===== src/hw/rtl/wpf_pkg.sv =====
// ----------------------------------------------------------------------------
// wpf_pkg
// Types, constants and tables of the waypoint follow controller.
// ----------------------------------------------------------------------------
package wpf_pkg;

    localparam int CFG_AW = 2;
    localparam int CFG_DW = 16;
    localparam logic [CFG_AW-1:0] REG_ARRIVE_TOL = 2'd0;
    localparam logic [CFG_AW-1:0] REG_ANGLE_TOL  = 2'd1;
    localparam logic [CFG_AW-1:0] REG_FWD_SPEED  = 2'd2;
    localparam logic [CFG_AW-1:0] REG_TURN_RATE  = 2'd3;

    localparam logic [15:0] RST_ARRIVE_TOL = 16'd205;
    localparam logic [14:0] RST_ANGLE_TOL  = 15'd1820;
    localparam logic [15:0] RST_FWD_SPEED  = 16'd410;
    localparam logic [15:0] RST_TURN_RATE  = 16'd2048;

    localparam int CW = 38;
    localparam int CORDIC_MAX = 24;
    localparam logic [16:0] TWO_PI_Q13 = 17'd51472;

    typedef struct packed {
        logic signed [23:0] pos_x;
        logic signed [23:0] pos_y;
        logic signed [15:0] quat_x;
        logic signed [15:0] quat_y;
        logic signed [15:0] quat_z;
        logic signed [15:0] quat_w;
    } t_in_item;

    typedef struct packed {
        logic        [15:0] linear_speed;
        logic signed [19:0] angular_rate;
        logic        [2:0]  target_index;
        logic               finished;
    } t_out_item;

    typedef enum logic [4:0] {
        S_IDLE, S_Q0, S_Q1, S_Q2, S_Q3, S_Q4, S_Q5, S_Q6, S_YAW0, S_YAWW,
        S_ORG, S_D0, S_D1, S_D2, S_D3, S_D4, S_BRG, S_ERR, S_P1, S_P2, S_OUT
    } t_state;

    function automatic logic [23:0] cordic_atan(input logic [4:0] i);
        logic [23:0] v;
        case (i)
            5'd0:  v = 24'd2097152;
            5'd1:  v = 24'd1238021;
            5'd2:  v = 24'd654136;
            5'd3:  v = 24'd332050;
            5'd4:  v = 24'd166669;
            5'd5:  v = 24'd83416;
            5'd6:  v = 24'd41718;
            5'd7:  v = 24'd20860;
            5'd8:  v = 24'd10430;
            5'd9:  v = 24'd5215;
            5'd10: v = 24'd2608;
            5'd11: v = 24'd1304;
            5'd12: v = 24'd652;
            5'd13: v = 24'd326;
            5'd14: v = 24'd163;
            5'd15: v = 24'd81;
            5'd16: v = 24'd41;
            5'd17: v = 24'd20;
            5'd18: v = 24'd10;
            5'd19: v = 24'd5;
            5'd20: v = 24'd3;
            5'd21: v = 24'd1;
            5'd22: v = 24'd1;
            default: v = 24'd0;
        endcase
        return v;
    endfunction

    function automatic logic signed [23:0] wp_x(input logic [1:0] i);
        return (i == 2'd0 || i == 2'd1) ? 24'sd2048 : 24'sd0;
    endfunction

    function automatic logic signed [23:0] wp_y(input logic [1:0] i);
        return (i == 2'd1 || i == 2'd2) ? 24'sd2048 : 24'sd0;
    endfunction

endpackage


===== src/hw/rtl/waypoint_follow_controller.sv =====
// ----------------------------------------------------------------------------
// waypoint_follow_controller
// Go-to-goal controller: one odometry item in, one motion command item out.
// ----------------------------------------------------------------------------
// Input channel i_in_valid/o_in_ready carries one odometry item (position and
// quaternion). Output channel o_out_valid/i_out_ready carries one command item.
// The config port (i_cfg_wr_en, i_cfg_addr, i_cfg_wdata) writes the arrival
// tolerance, angle tolerance, forward speed and turn rate; write only while idle.
// One item is handled at a time. A shared multiplier and one iterative CORDIC
// unit do the work: seven multiply steps for yaw, one CORDIC pass for the yaw
// angle, five distance steps, a second CORDIC pass for the bearing, then up
// to three steering steps. An arrival or finished item skips the bearing pass
// and the steering steps, and a finished item also skips the distance steps.
// o_in_ready is high only while idle, so the next item is taken only after
// the command item for the last one has been taken.
// The command item is held in a register until taken; a stalled receiver
// keeps the block busy. Reset clears the origin, waypoint index and finished
// flag and restores the register defaults.
// ----------------------------------------------------------------------------
module waypoint_follow_controller #(
    parameter int WAYPOINT_COUNT = 4,
    parameter int CORDIC_STEPS = 16
) (
    input  logic                          i_clk,
    input  logic                          i_rst_n,
    input  logic                          i_in_valid,
    output logic                          o_in_ready,
    input  wpf_pkg::t_in_item             i_in,
    output logic                          o_out_valid,
    input  logic                          i_out_ready,
    output wpf_pkg::t_out_item            o_out,
    input  logic                          i_cfg_wr_en,
    input  logic [wpf_pkg::CFG_AW-1:0]    i_cfg_addr,
    input  logic [wpf_pkg::CFG_DW-1:0]    i_cfg_wdata
);
    localparam int IW = $clog2(WAYPOINT_COUNT + 1);

    wpf_pkg::t_state    r_state, n_state;
    wpf_pkg::t_in_item  r_in;
    wpf_pkg::t_out_item r_out;

    logic [15:0] r_arrive_tol;
    logic [14:0] r_angle_tol;
    logic [15:0] r_fwd_speed;
    logic [15:0] r_turn_rate;

    logic               r_have_org;
    logic signed [23:0] r_org_x;
    logic signed [23:0] r_org_y;
    logic [15:0]        r_org_yaw;
    logic [IW-1:0]      r_idx;
    logic               r_done;

    logic signed [60:0] r_prod;
    logic signed [61:0] r_acc;
    logic signed [33:0] r_num;
    logic signed [34:0] r_den;
    logic [15:0]        r_yaw;
    logic signed [25:0] r_dx;
    logic signed [25:0] r_dy;
    logic signed [15:0] r_err;

    logic signed [33:0] w_ma;
    logic signed [26:0] w_mb;
    logic               w_cs;
    logic signed [wpf_pkg::CW-1:0] w_cx;
    logic signed [wpf_pkg::CW-1:0] w_cy;
    logic               w_cdone;
    logic [15:0]        w_cang;
    logic signed [34:0] w_num2;
    logic [IW+2:0]      w_idx_ext;
    logic [IW-1:0]      w_idx_nx;
    logic signed [24:0] w_rx;
    logic signed [24:0] w_ry;
    logic               w_arrive;
    logic signed [16:0] w_e17;
    logic signed [16:0] w_at17;
    logic               w_turn;
    logic [19:0]        w_tr20;
    logic signed [61:0] w_pr;
    logic signed [61:0] w_neg;
    logic signed [19:0] w_ang;

    assign o_in_ready  = (r_state == wpf_pkg::S_IDLE);
    assign o_out_valid = (r_state == wpf_pkg::S_OUT);
    assign o_out       = r_out;

    assign w_num2    = {r_num, 1'b0};
    assign w_idx_ext = {3'b000, r_idx};
    assign w_idx_nx  = r_idx + 1'b1;
    assign w_rx      = 25'(r_in.pos_x) - 25'(r_org_x);
    assign w_ry      = 25'(r_in.pos_y) - 25'(r_org_y);
    assign w_arrive  = r_acc < 62'(r_prod);
    assign w_e17     = 17'(r_err);
    assign w_at17    = {2'b00, r_angle_tol};
    assign w_turn    = r_err[15] ? ((w_e17 + w_at17) < 17'sd0) : (w_e17 > w_at17);
    assign w_tr20    = {4'b0000, r_turn_rate};
    assign w_pr      = 62'(r_prod) + (62'sd1 <<< 28);
    assign w_neg     = -(w_pr >>> 29);

    always_comb begin
        if (w_neg > 62'sd524287) begin
            w_ang = 20'sd524287;
        end else if (w_neg < -62'sd524288) begin
            w_ang = -20'sd524288;
        end else begin
            w_ang = w_neg[19:0];
        end
    end

    wpf_cordic #(
        .STEPS (CORDIC_STEPS)
    ) u_cordic (
        .i_clk   (i_clk),
        .i_rst_n (i_rst_n),
        .i_start (w_cs),
        .i_x     (w_cx),
        .i_y     (w_cy),
        .o_done  (w_cdone),
        .o_angle (w_cang)
    );

    always_comb begin
        n_state = r_state;
        case (r_state)
            wpf_pkg::S_IDLE: if (i_in_valid) n_state = wpf_pkg::S_Q0;
            wpf_pkg::S_Q0:   n_state = wpf_pkg::S_Q1;
            wpf_pkg::S_Q1:   n_state = wpf_pkg::S_Q2;
            wpf_pkg::S_Q2:   n_state = wpf_pkg::S_Q3;
            wpf_pkg::S_Q3:   n_state = wpf_pkg::S_Q4;
            wpf_pkg::S_Q4:   n_state = wpf_pkg::S_Q5;
            wpf_pkg::S_Q5:   n_state = wpf_pkg::S_Q6;
            wpf_pkg::S_Q6:   n_state = wpf_pkg::S_YAW0;
            wpf_pkg::S_YAW0: n_state = wpf_pkg::S_YAWW;
            wpf_pkg::S_YAWW: if (w_cdone) n_state = wpf_pkg::S_ORG;
            wpf_pkg::S_ORG:  n_state = r_done ? wpf_pkg::S_OUT : wpf_pkg::S_D0;
            wpf_pkg::S_D0:   n_state = wpf_pkg::S_D1;
            wpf_pkg::S_D1:   n_state = wpf_pkg::S_D2;
            wpf_pkg::S_D2:   n_state = wpf_pkg::S_D3;
            wpf_pkg::S_D3:   n_state = wpf_pkg::S_D4;
            wpf_pkg::S_D4:   n_state = w_arrive ? wpf_pkg::S_OUT : wpf_pkg::S_BRG;
            wpf_pkg::S_BRG:  if (w_cdone) n_state = wpf_pkg::S_ERR;
            wpf_pkg::S_ERR:  n_state = w_turn ? wpf_pkg::S_OUT : wpf_pkg::S_P1;
            wpf_pkg::S_P1:   n_state = wpf_pkg::S_P2;
            wpf_pkg::S_P2:   n_state = wpf_pkg::S_OUT;
            wpf_pkg::S_OUT:  if (i_out_ready) n_state = wpf_pkg::S_IDLE;
            default:         n_state = wpf_pkg::S_IDLE;
        endcase
    end

    always_comb begin
        w_ma = '0;
        w_mb = '0;
        w_cs = 1'b0;
        w_cx = wpf_pkg::CW'(r_den);
        w_cy = wpf_pkg::CW'(w_num2);
        case (r_state)
            wpf_pkg::S_Q0: begin
                w_ma = 34'(r_in.quat_w);
                w_mb = 27'(r_in.quat_z);
            end
            wpf_pkg::S_Q1: begin
                w_ma = 34'(r_in.quat_x);
                w_mb = 27'(r_in.quat_y);
            end
            wpf_pkg::S_Q2: begin
                w_ma = 34'(r_in.quat_w);
                w_mb = 27'(r_in.quat_w);
            end
            wpf_pkg::S_Q3: begin
                w_ma = 34'(r_in.quat_x);
                w_mb = 27'(r_in.quat_x);
            end
            wpf_pkg::S_Q4: begin
                w_ma = 34'(r_in.quat_y);
                w_mb = 27'(r_in.quat_y);
            end
            wpf_pkg::S_Q5: begin
                w_ma = 34'(r_in.quat_z);
                w_mb = 27'(r_in.quat_z);
            end
            wpf_pkg::S_YAW0: w_cs = 1'b1;
            wpf_pkg::S_D1: begin
                w_ma = 34'(r_dx);
                w_mb = 27'(r_dx);
            end
            wpf_pkg::S_D2: begin
                w_ma = 34'(r_dy);
                w_mb = 27'(r_dy);
            end
            wpf_pkg::S_D3: begin
                w_ma = 34'({1'b0, r_arrive_tol});
                w_mb = 27'({1'b0, r_arrive_tol});
            end
            wpf_pkg::S_D4: begin
                w_cs = !w_arrive;
                w_cx = wpf_pkg::CW'(r_dx);
                w_cy = wpf_pkg::CW'(r_dy);
            end
            wpf_pkg::S_ERR: begin
                w_ma = 34'({1'b0, r_turn_rate});
                w_mb = 27'(wpf_pkg::TWO_PI_Q13);
            end
            wpf_pkg::S_P1: begin
                w_ma = r_prod[33:0];
                w_mb = 27'(r_err);
            end
            default: begin
                w_cs = 1'b0;
            end
        endcase
    end

    always_ff @(posedge i_clk) begin
        if (!i_rst_n) begin
            r_state      <= wpf_pkg::S_IDLE;
            r_arrive_tol <= wpf_pkg::RST_ARRIVE_TOL;
            r_angle_tol  <= wpf_pkg::RST_ANGLE_TOL;
            r_fwd_speed  <= wpf_pkg::RST_FWD_SPEED;
            r_turn_rate  <= wpf_pkg::RST_TURN_RATE;
            r_have_org   <= 1'b0;
            r_org_x      <= '0;
            r_org_y      <= '0;
            r_org_yaw    <= '0;
            r_idx        <= '0;
            r_done       <= 1'b0;
        end else begin
            r_state <= n_state;
            if (i_cfg_wr_en) begin
                case (i_cfg_addr)
                    wpf_pkg::REG_ARRIVE_TOL: r_arrive_tol <= i_cfg_wdata;
                    wpf_pkg::REG_ANGLE_TOL:  r_angle_tol  <= i_cfg_wdata[14:0];
                    wpf_pkg::REG_FWD_SPEED:  r_fwd_speed  <= i_cfg_wdata;
                    wpf_pkg::REG_TURN_RATE:  r_turn_rate  <= i_cfg_wdata;
                    default: r_turn_rate <= r_turn_rate;
                endcase
            end
            if (r_state == wpf_pkg::S_ORG && !r_have_org) begin
                r_have_org <= 1'b1;
                r_org_x    <= r_in.pos_x;
                r_org_y    <= r_in.pos_y;
                r_org_yaw  <= r_yaw;
            end
            if (r_state == wpf_pkg::S_D4 && w_arrive) begin
                r_idx <= w_idx_nx;
                if (w_idx_nx == IW'(WAYPOINT_COUNT)) begin
                    r_done <= 1'b1;
                end
            end
        end
    end

    always_ff @(posedge i_clk) begin
        r_prod <= w_ma * w_mb;
        case (r_state)
            wpf_pkg::S_IDLE: r_in <= i_in;
            wpf_pkg::S_Q1:   r_num <= 34'(r_prod);
            wpf_pkg::S_Q2:   r_num <= r_num + 34'(r_prod);
            wpf_pkg::S_Q3:   r_den <= 35'(r_prod);
            wpf_pkg::S_Q4:   r_den <= r_den + 35'(r_prod);
            wpf_pkg::S_Q5:   r_den <= r_den - 35'(r_prod);
            wpf_pkg::S_Q6:   r_den <= r_den - 35'(r_prod);
            wpf_pkg::S_YAWW: r_yaw <= w_cang;
            wpf_pkg::S_ORG: begin
                r_out.linear_speed <= '0;
                r_out.angular_rate <= '0;
                r_out.target_index <= w_idx_ext[2:0];
                r_out.finished     <= 1'b1;
            end
            wpf_pkg::S_D0: begin
                r_dx <= 26'(wpf_pkg::wp_x(w_idx_ext[1:0])) - 26'(w_rx);
                r_dy <= 26'(wpf_pkg::wp_y(w_idx_ext[1:0])) - 26'(w_ry);
            end
            wpf_pkg::S_D2: r_acc <= 62'(r_prod);
            wpf_pkg::S_D3: r_acc <= r_acc + 62'(r_prod);
            wpf_pkg::S_D4: begin
                r_out.linear_speed <= '0;
                r_out.angular_rate <= '0;
                r_out.target_index <= 3'(w_idx_ext + 1'b1);
                r_out.finished     <= (w_idx_nx == IW'(WAYPOINT_COUNT));
            end
            wpf_pkg::S_BRG: r_err <= r_yaw - r_org_yaw - w_cang;
            wpf_pkg::S_ERR: begin
                r_out.linear_speed <= '0;
                r_out.angular_rate <= r_err[15] ? w_tr20 : (20'd0 - w_tr20);
                r_out.target_index <= w_idx_ext[2:0];
                r_out.finished     <= 1'b0;
            end
            wpf_pkg::S_P2: begin
                r_out.linear_speed <= r_fwd_speed;
                r_out.angular_rate <= w_ang;
            end
            default: r_acc <= r_acc;
        endcase
    end

    a_ready_valid_excl: assert property (@(posedge i_clk) disable iff (!i_rst_n)
        !(o_in_ready && o_out_valid))
        else $error("input ready while a command item is pending");

    a_busy_after_accept: assert property (@(posedge i_clk) disable iff (!i_rst_n)
        (i_in_valid && o_in_ready) |=> !o_in_ready)
        else $error("ready again right after an item was accepted");

    a_finished_stops: assert property (@(posedge i_clk) disable iff (!i_rst_n)
        (o_out_valid && o_out.finished) |->
        (o_out.linear_speed == 16'd0 && o_out.angular_rate == 20'sd0))
        else $error("nonzero command with finished set");

endmodule


===== src/hw/rtl/wpf_cordic.sv =====
// ----------------------------------------------------------------------------
// wpf_cordic
// Iterative vectoring CORDIC: atan2(y, x) as a 16-bit binary angle.
// ----------------------------------------------------------------------------
module wpf_cordic #(
    parameter int STEPS = 16
) (
    input  logic                         i_clk,
    input  logic                         i_rst_n,
    input  logic                         i_start,
    input  logic signed [wpf_pkg::CW-1:0] i_x,
    input  logic signed [wpf_pkg::CW-1:0] i_y,
    output logic                         o_done,
    output logic [15:0]                  o_angle
);
    localparam int N = (STEPS < wpf_pkg::CORDIC_MAX) ? STEPS : wpf_pkg::CORDIC_MAX;
    localparam int CNT_W = $clog2(N + 1);

    logic                         r_busy;
    logic [CNT_W-1:0]             r_i;
    logic                         r_zero;
    logic signed [wpf_pkg::CW-1:0] r_x;
    logic signed [wpf_pkg::CW-1:0] r_y;
    logic [23:0]                  r_z;
    logic signed [wpf_pkg::CW-1:0] w_sx;
    logic signed [wpf_pkg::CW-1:0] w_sy;
    logic [23:0]                  w_rnd;
    logic [23:0]                  w_step;
    logic                         w_last;

    assign w_sx   = r_x >>> r_i;
    assign w_sy   = r_y >>> r_i;
    assign w_step = wpf_pkg::cordic_atan(5'(r_i));
    assign w_last = (r_i == CNT_W'(N));
    assign w_rnd  = r_z + 24'd128;
    assign o_done = r_busy && w_last;
    assign o_angle = r_zero ? 16'd0 : w_rnd[23:8];

    always_ff @(posedge i_clk) begin
        if (!i_rst_n) begin
            r_busy <= 1'b0;
        end else if (i_start) begin
            r_busy <= 1'b1;
        end else if (o_done) begin
            r_busy <= 1'b0;
        end
    end

    always_ff @(posedge i_clk) begin
        if (i_start) begin
            r_i    <= '0;
            r_zero <= (i_x == '0) && (i_y == '0);
            if (i_x < 0) begin
                r_x <= -i_x;
                r_y <= -i_y;
                r_z <= 24'h800000;
            end else begin
                r_x <= i_x;
                r_y <= i_y;
                r_z <= 24'd0;
            end
        end else if (r_busy && !w_last) begin
            r_i <= r_i + 1'b1;
            if (r_y < 0) begin
                r_x <= r_x - w_sy;
                r_y <= r_y + w_sx;
                r_z <= r_z - w_step;
            end else begin
                r_x <= r_x + w_sy;
                r_y <= r_y - w_sx;
                r_z <= r_z + w_step;
            end
        end
    end

endmodule


===== config.mk =====
export PLATFORM = sky130hd
export DESIGN_NAME = waypoint_follow_controller
export DESIGN_NICKNAME = d
export VERILOG_FILES = /design/src/hw/rtl/wpf_pkg.sv /design/src/hw/rtl/waypoint_follow_controller.sv /design/src/hw/rtl/wpf_cordic.sv
export SDC_FILE = /design/constraint.sdc
export NUM_CORES = 2
export LEC_CHECK = 0
export BUFFER_PORTS_ARGS = -buffer_cell sky130_fd_sc_hd__buf_2
export CAP_MARGIN = 10
export CORE_UTILIZATION = 30
export DETAILED_ROUTE_END_ITERATION = 12
export SLEW_MARGIN = 20
export SYNTH_ARGS = -nofsm -noshare
export SYNTH_HDL_FRONTEND = slang
export SYNTH_SLANG_ARGS = --single-unit

===== constraint.sdc =====
create_clock -name i_clk -period 11.31 [get_ports i_clk]
set_input_delay 1.131 -clock i_clk [delete_from_list [all_inputs] [get_ports i_clk]]
set_output_delay 1.131 -clock i_clk [all_outputs]
set_load 0.01 [all_outputs]

==> results.ini <==
[status]
outcome = completed

[sta]
skew_ns = 0.09532
hold_slack_ns = 0.4613
slew_violations = 0
fin_ws_ns = 0.5265
rsz0062_at_grt = no
max_freq_mhz = 92.73
totalNegativeSetupSlack_ns = 0
fin_crit_sh_pct = 95.34
slew_headroom_pct = 16.64
fin_crit_ns = 10.78
setup_viol = 0
worst_pin_slew_ns = 1.244
hold_violations = 0

[floorplan]
die-area_um2 = 296500
start_util_pct = 30.26
core_um2 = 291800
dieWidth_um = 544.5
die_y_um = 544.5
rows = 198
io_pins = 177

[logic_synthesis]
synth_area_leader_cell = fa_1
syn_area_um2 = 88290
synth_area_per_cell_um2 = 8.777
yosys_register_bits = 694
seq_area_frac_synth_pct = 21.04
yosysWarnings = 0
post-synth-top-count-cell = inv_1
synth_commonest_cells = inv_1, nand2_1, fa_1
async_flop_share_pct = 0
synth_top_area_share_pct = 21.81
synth_cell_types = 98
syn_inst = 10060
yosys_most_used_dff = edfxtp_1
synth_fp_nets = 11780
synth_edf_count = 468
netlist_top_cells_area = fa_1, edfxtp_1, ha_1, inv_1, nand2_1

[clock_network]
htree_levels = 3
cts_hold_buffers = 0
cts_root_buf = clkbuf_16
cts_num_sinks = 694
tritoncts = built
cts_resized = 0
post_cts_buffers = 0
clock_path_buffers = 3
numCtsBuffers = 81
clock_latency_ns = 0.73
cts.reportedPaths.clkPinSlew_ns = 0.07

[power_and_ir_drop]
ir_drop_mv = 0.3477
power.total_mw = 25.72
powerDensity_nw_per_um2 = 265.7
leakagePower_nw = 42.15

[routing]
finalWirelength_mm = 309.3
route.detailed.drc = 0
viasPerCell = 5.271
ant_nets = 0
drt_pass1_iterations = 6
routedWlPerCell_um = 22.04
drtIter0Drc = 7626
vias = 73964

[critical_path]
path_max_fanout = 68
cp_common_cell = fa_1
end_kind = register
slowest_delay_ns = 0.74
critPathKind = reg2reg
start_kind = register
cp_slowest_cell = a221o_1
worst_ep_required_time_ns = 11.83
worst_ep_arrival_time_ns = 11.31

[layout]
stdcell_area_um2 = 96810
num-fill-cells = 30685
nets = 11770
drive_gt1_share_pct = 8.005
utilization_pct = 33.17
fin_cells = 14031
area_delta_synth_final_pct = 9.642

[grt]
grt_pass1_wl_mm = 463.8
grt_usage_pct = 20.66
grt_overflow_total = 0
grt_max_degree = 115
grt_pass1_vias = 72466
grt_antenna_before_repair = 21

[place]
place.gp.congestion = 0.9781
dpl_cell_area_um2 = 94080
port_buffers = 176
place_inst = 13867
place_ws_ns = 0.6002
dp_hpwl_mm = 248.3

[run]
max_cap_violations = 0

[hold_path]
hold_class = reg2reg

## final timing paths
check	cells after the start	startpoint	slack (ns)	to
hold reg to reg	2	r_fwd_speed[15]	0.46	r_fwd_speed[15]
setup / recovery	33	r_state[2]	0.53	r_prod[57]
hold / removal	2	r_fwd_speed[15]	0.46	r_fwd_speed[15]
setup reg to reg	33	r_state[2]	0.53	r_prod[57]
## power breakdown
| part | switching, mW | total [mW] | internal (mW) |
|---|---|---|---|
| combinational | 11.8 | 19.2 | 7.44 |
| sequential | 0.530 | 3.81 | 3.28 |
| clock | 1.22 | 2.69 | 1.47 |
| total | 13.5 | 25.7 | 12.2 |
## placed cells by master (no fill, tap or decap), types with 96 or more instances in the layout
| cell | synthesis | routed |
|---|---|---|
| nand3_1 | 129 | 128 |
| a21boi_0 | 130 | 130 |
| inv_1 | 1422 | 1421 |
| xor2_1 | 176 | 176 |
| a21oi_1 | 485 | 485 |
| nor3_1 | 156 | 136 |
| nand2_1 | 1342 | 1340 |
| dfxtp_1 | 226 | 221 |
| mux2i_1 | 97 | 97 |
| o21ai_0 | 459 | 457 |
| mux4_2 | 96 | 96 |
| xnor2_1 | 410 | 410 |
| buf_4 | 11 | 220 |
| edfxtp_1 | 468 | 468 |
| ha_1 | 623 | 623 |
| fa_1 | 962 | 962 |
| nor2_1 | 792 | 781 |
| a21o_1 | 151 | 151 |
| buf_2 | 36 | 175 |
## routing by layer
layer,GRT usage (%),share of wire [%],vias up,routed length [um]
li1,-,-,33623,-
met1,27.63,42,36321,129200
met2,32.22,44,3370,135800
met3,4.612,9.7,648,30040
met4,8.197,4.6,2,14290
met5,0,0.0039,-,12
## final cells by class
cell class	count	area, um^2	area share, %
Clock buffer	105	2158	2.229
Inverter	1427	5359	5.536
Multi-Input combinational cell	7448	62680	64.75
Tap cell	3900	4880	5.041
Sequential cell	694	18590	19.20
Clock inverter	47	521.8	0.5390
Timing Repair Buffer	398	2587	2.673
Antenna cell	12	30.03	0.03102
## sequential cells by signal (all words and copies together) (netlist names), 22 cells and up
name,flops
r_den,35
r_prod,61
o_out,40
r_dx,26
r_num,34
u_cordic.r_z,24
u_cordic.w_step,22
r_in,112
r_org_x,24
r_acc,62
u_cordic.r_x,38
r_dy,26
r_org_y,24
u_cordic.r_y,38
## kinds of logic after synthesis
group                    after synthesis  synth area share [%]
AND/OR/NAND/NOR                     3058                 15.50
AO/OA/AOI/OAI                       1986                 14.65
buffers and inverters               1918                 8.296
adder cells (fa/ha/maj)             1585                 30.64
flip-flops                           694                 21.04
XOR/XNOR                             586                 5.813
multiplexers                         233                 4.058
## critical path, delay by kind of cell, from the launching register on
kind,cells,cell delay (ns)
simple gates,8,1.72
fa+ha+maj,8,3.95
buf+inv,8,1.51
compound gates,9,2.86
flops,1,0.45
(Power assumes the default switching activity.)
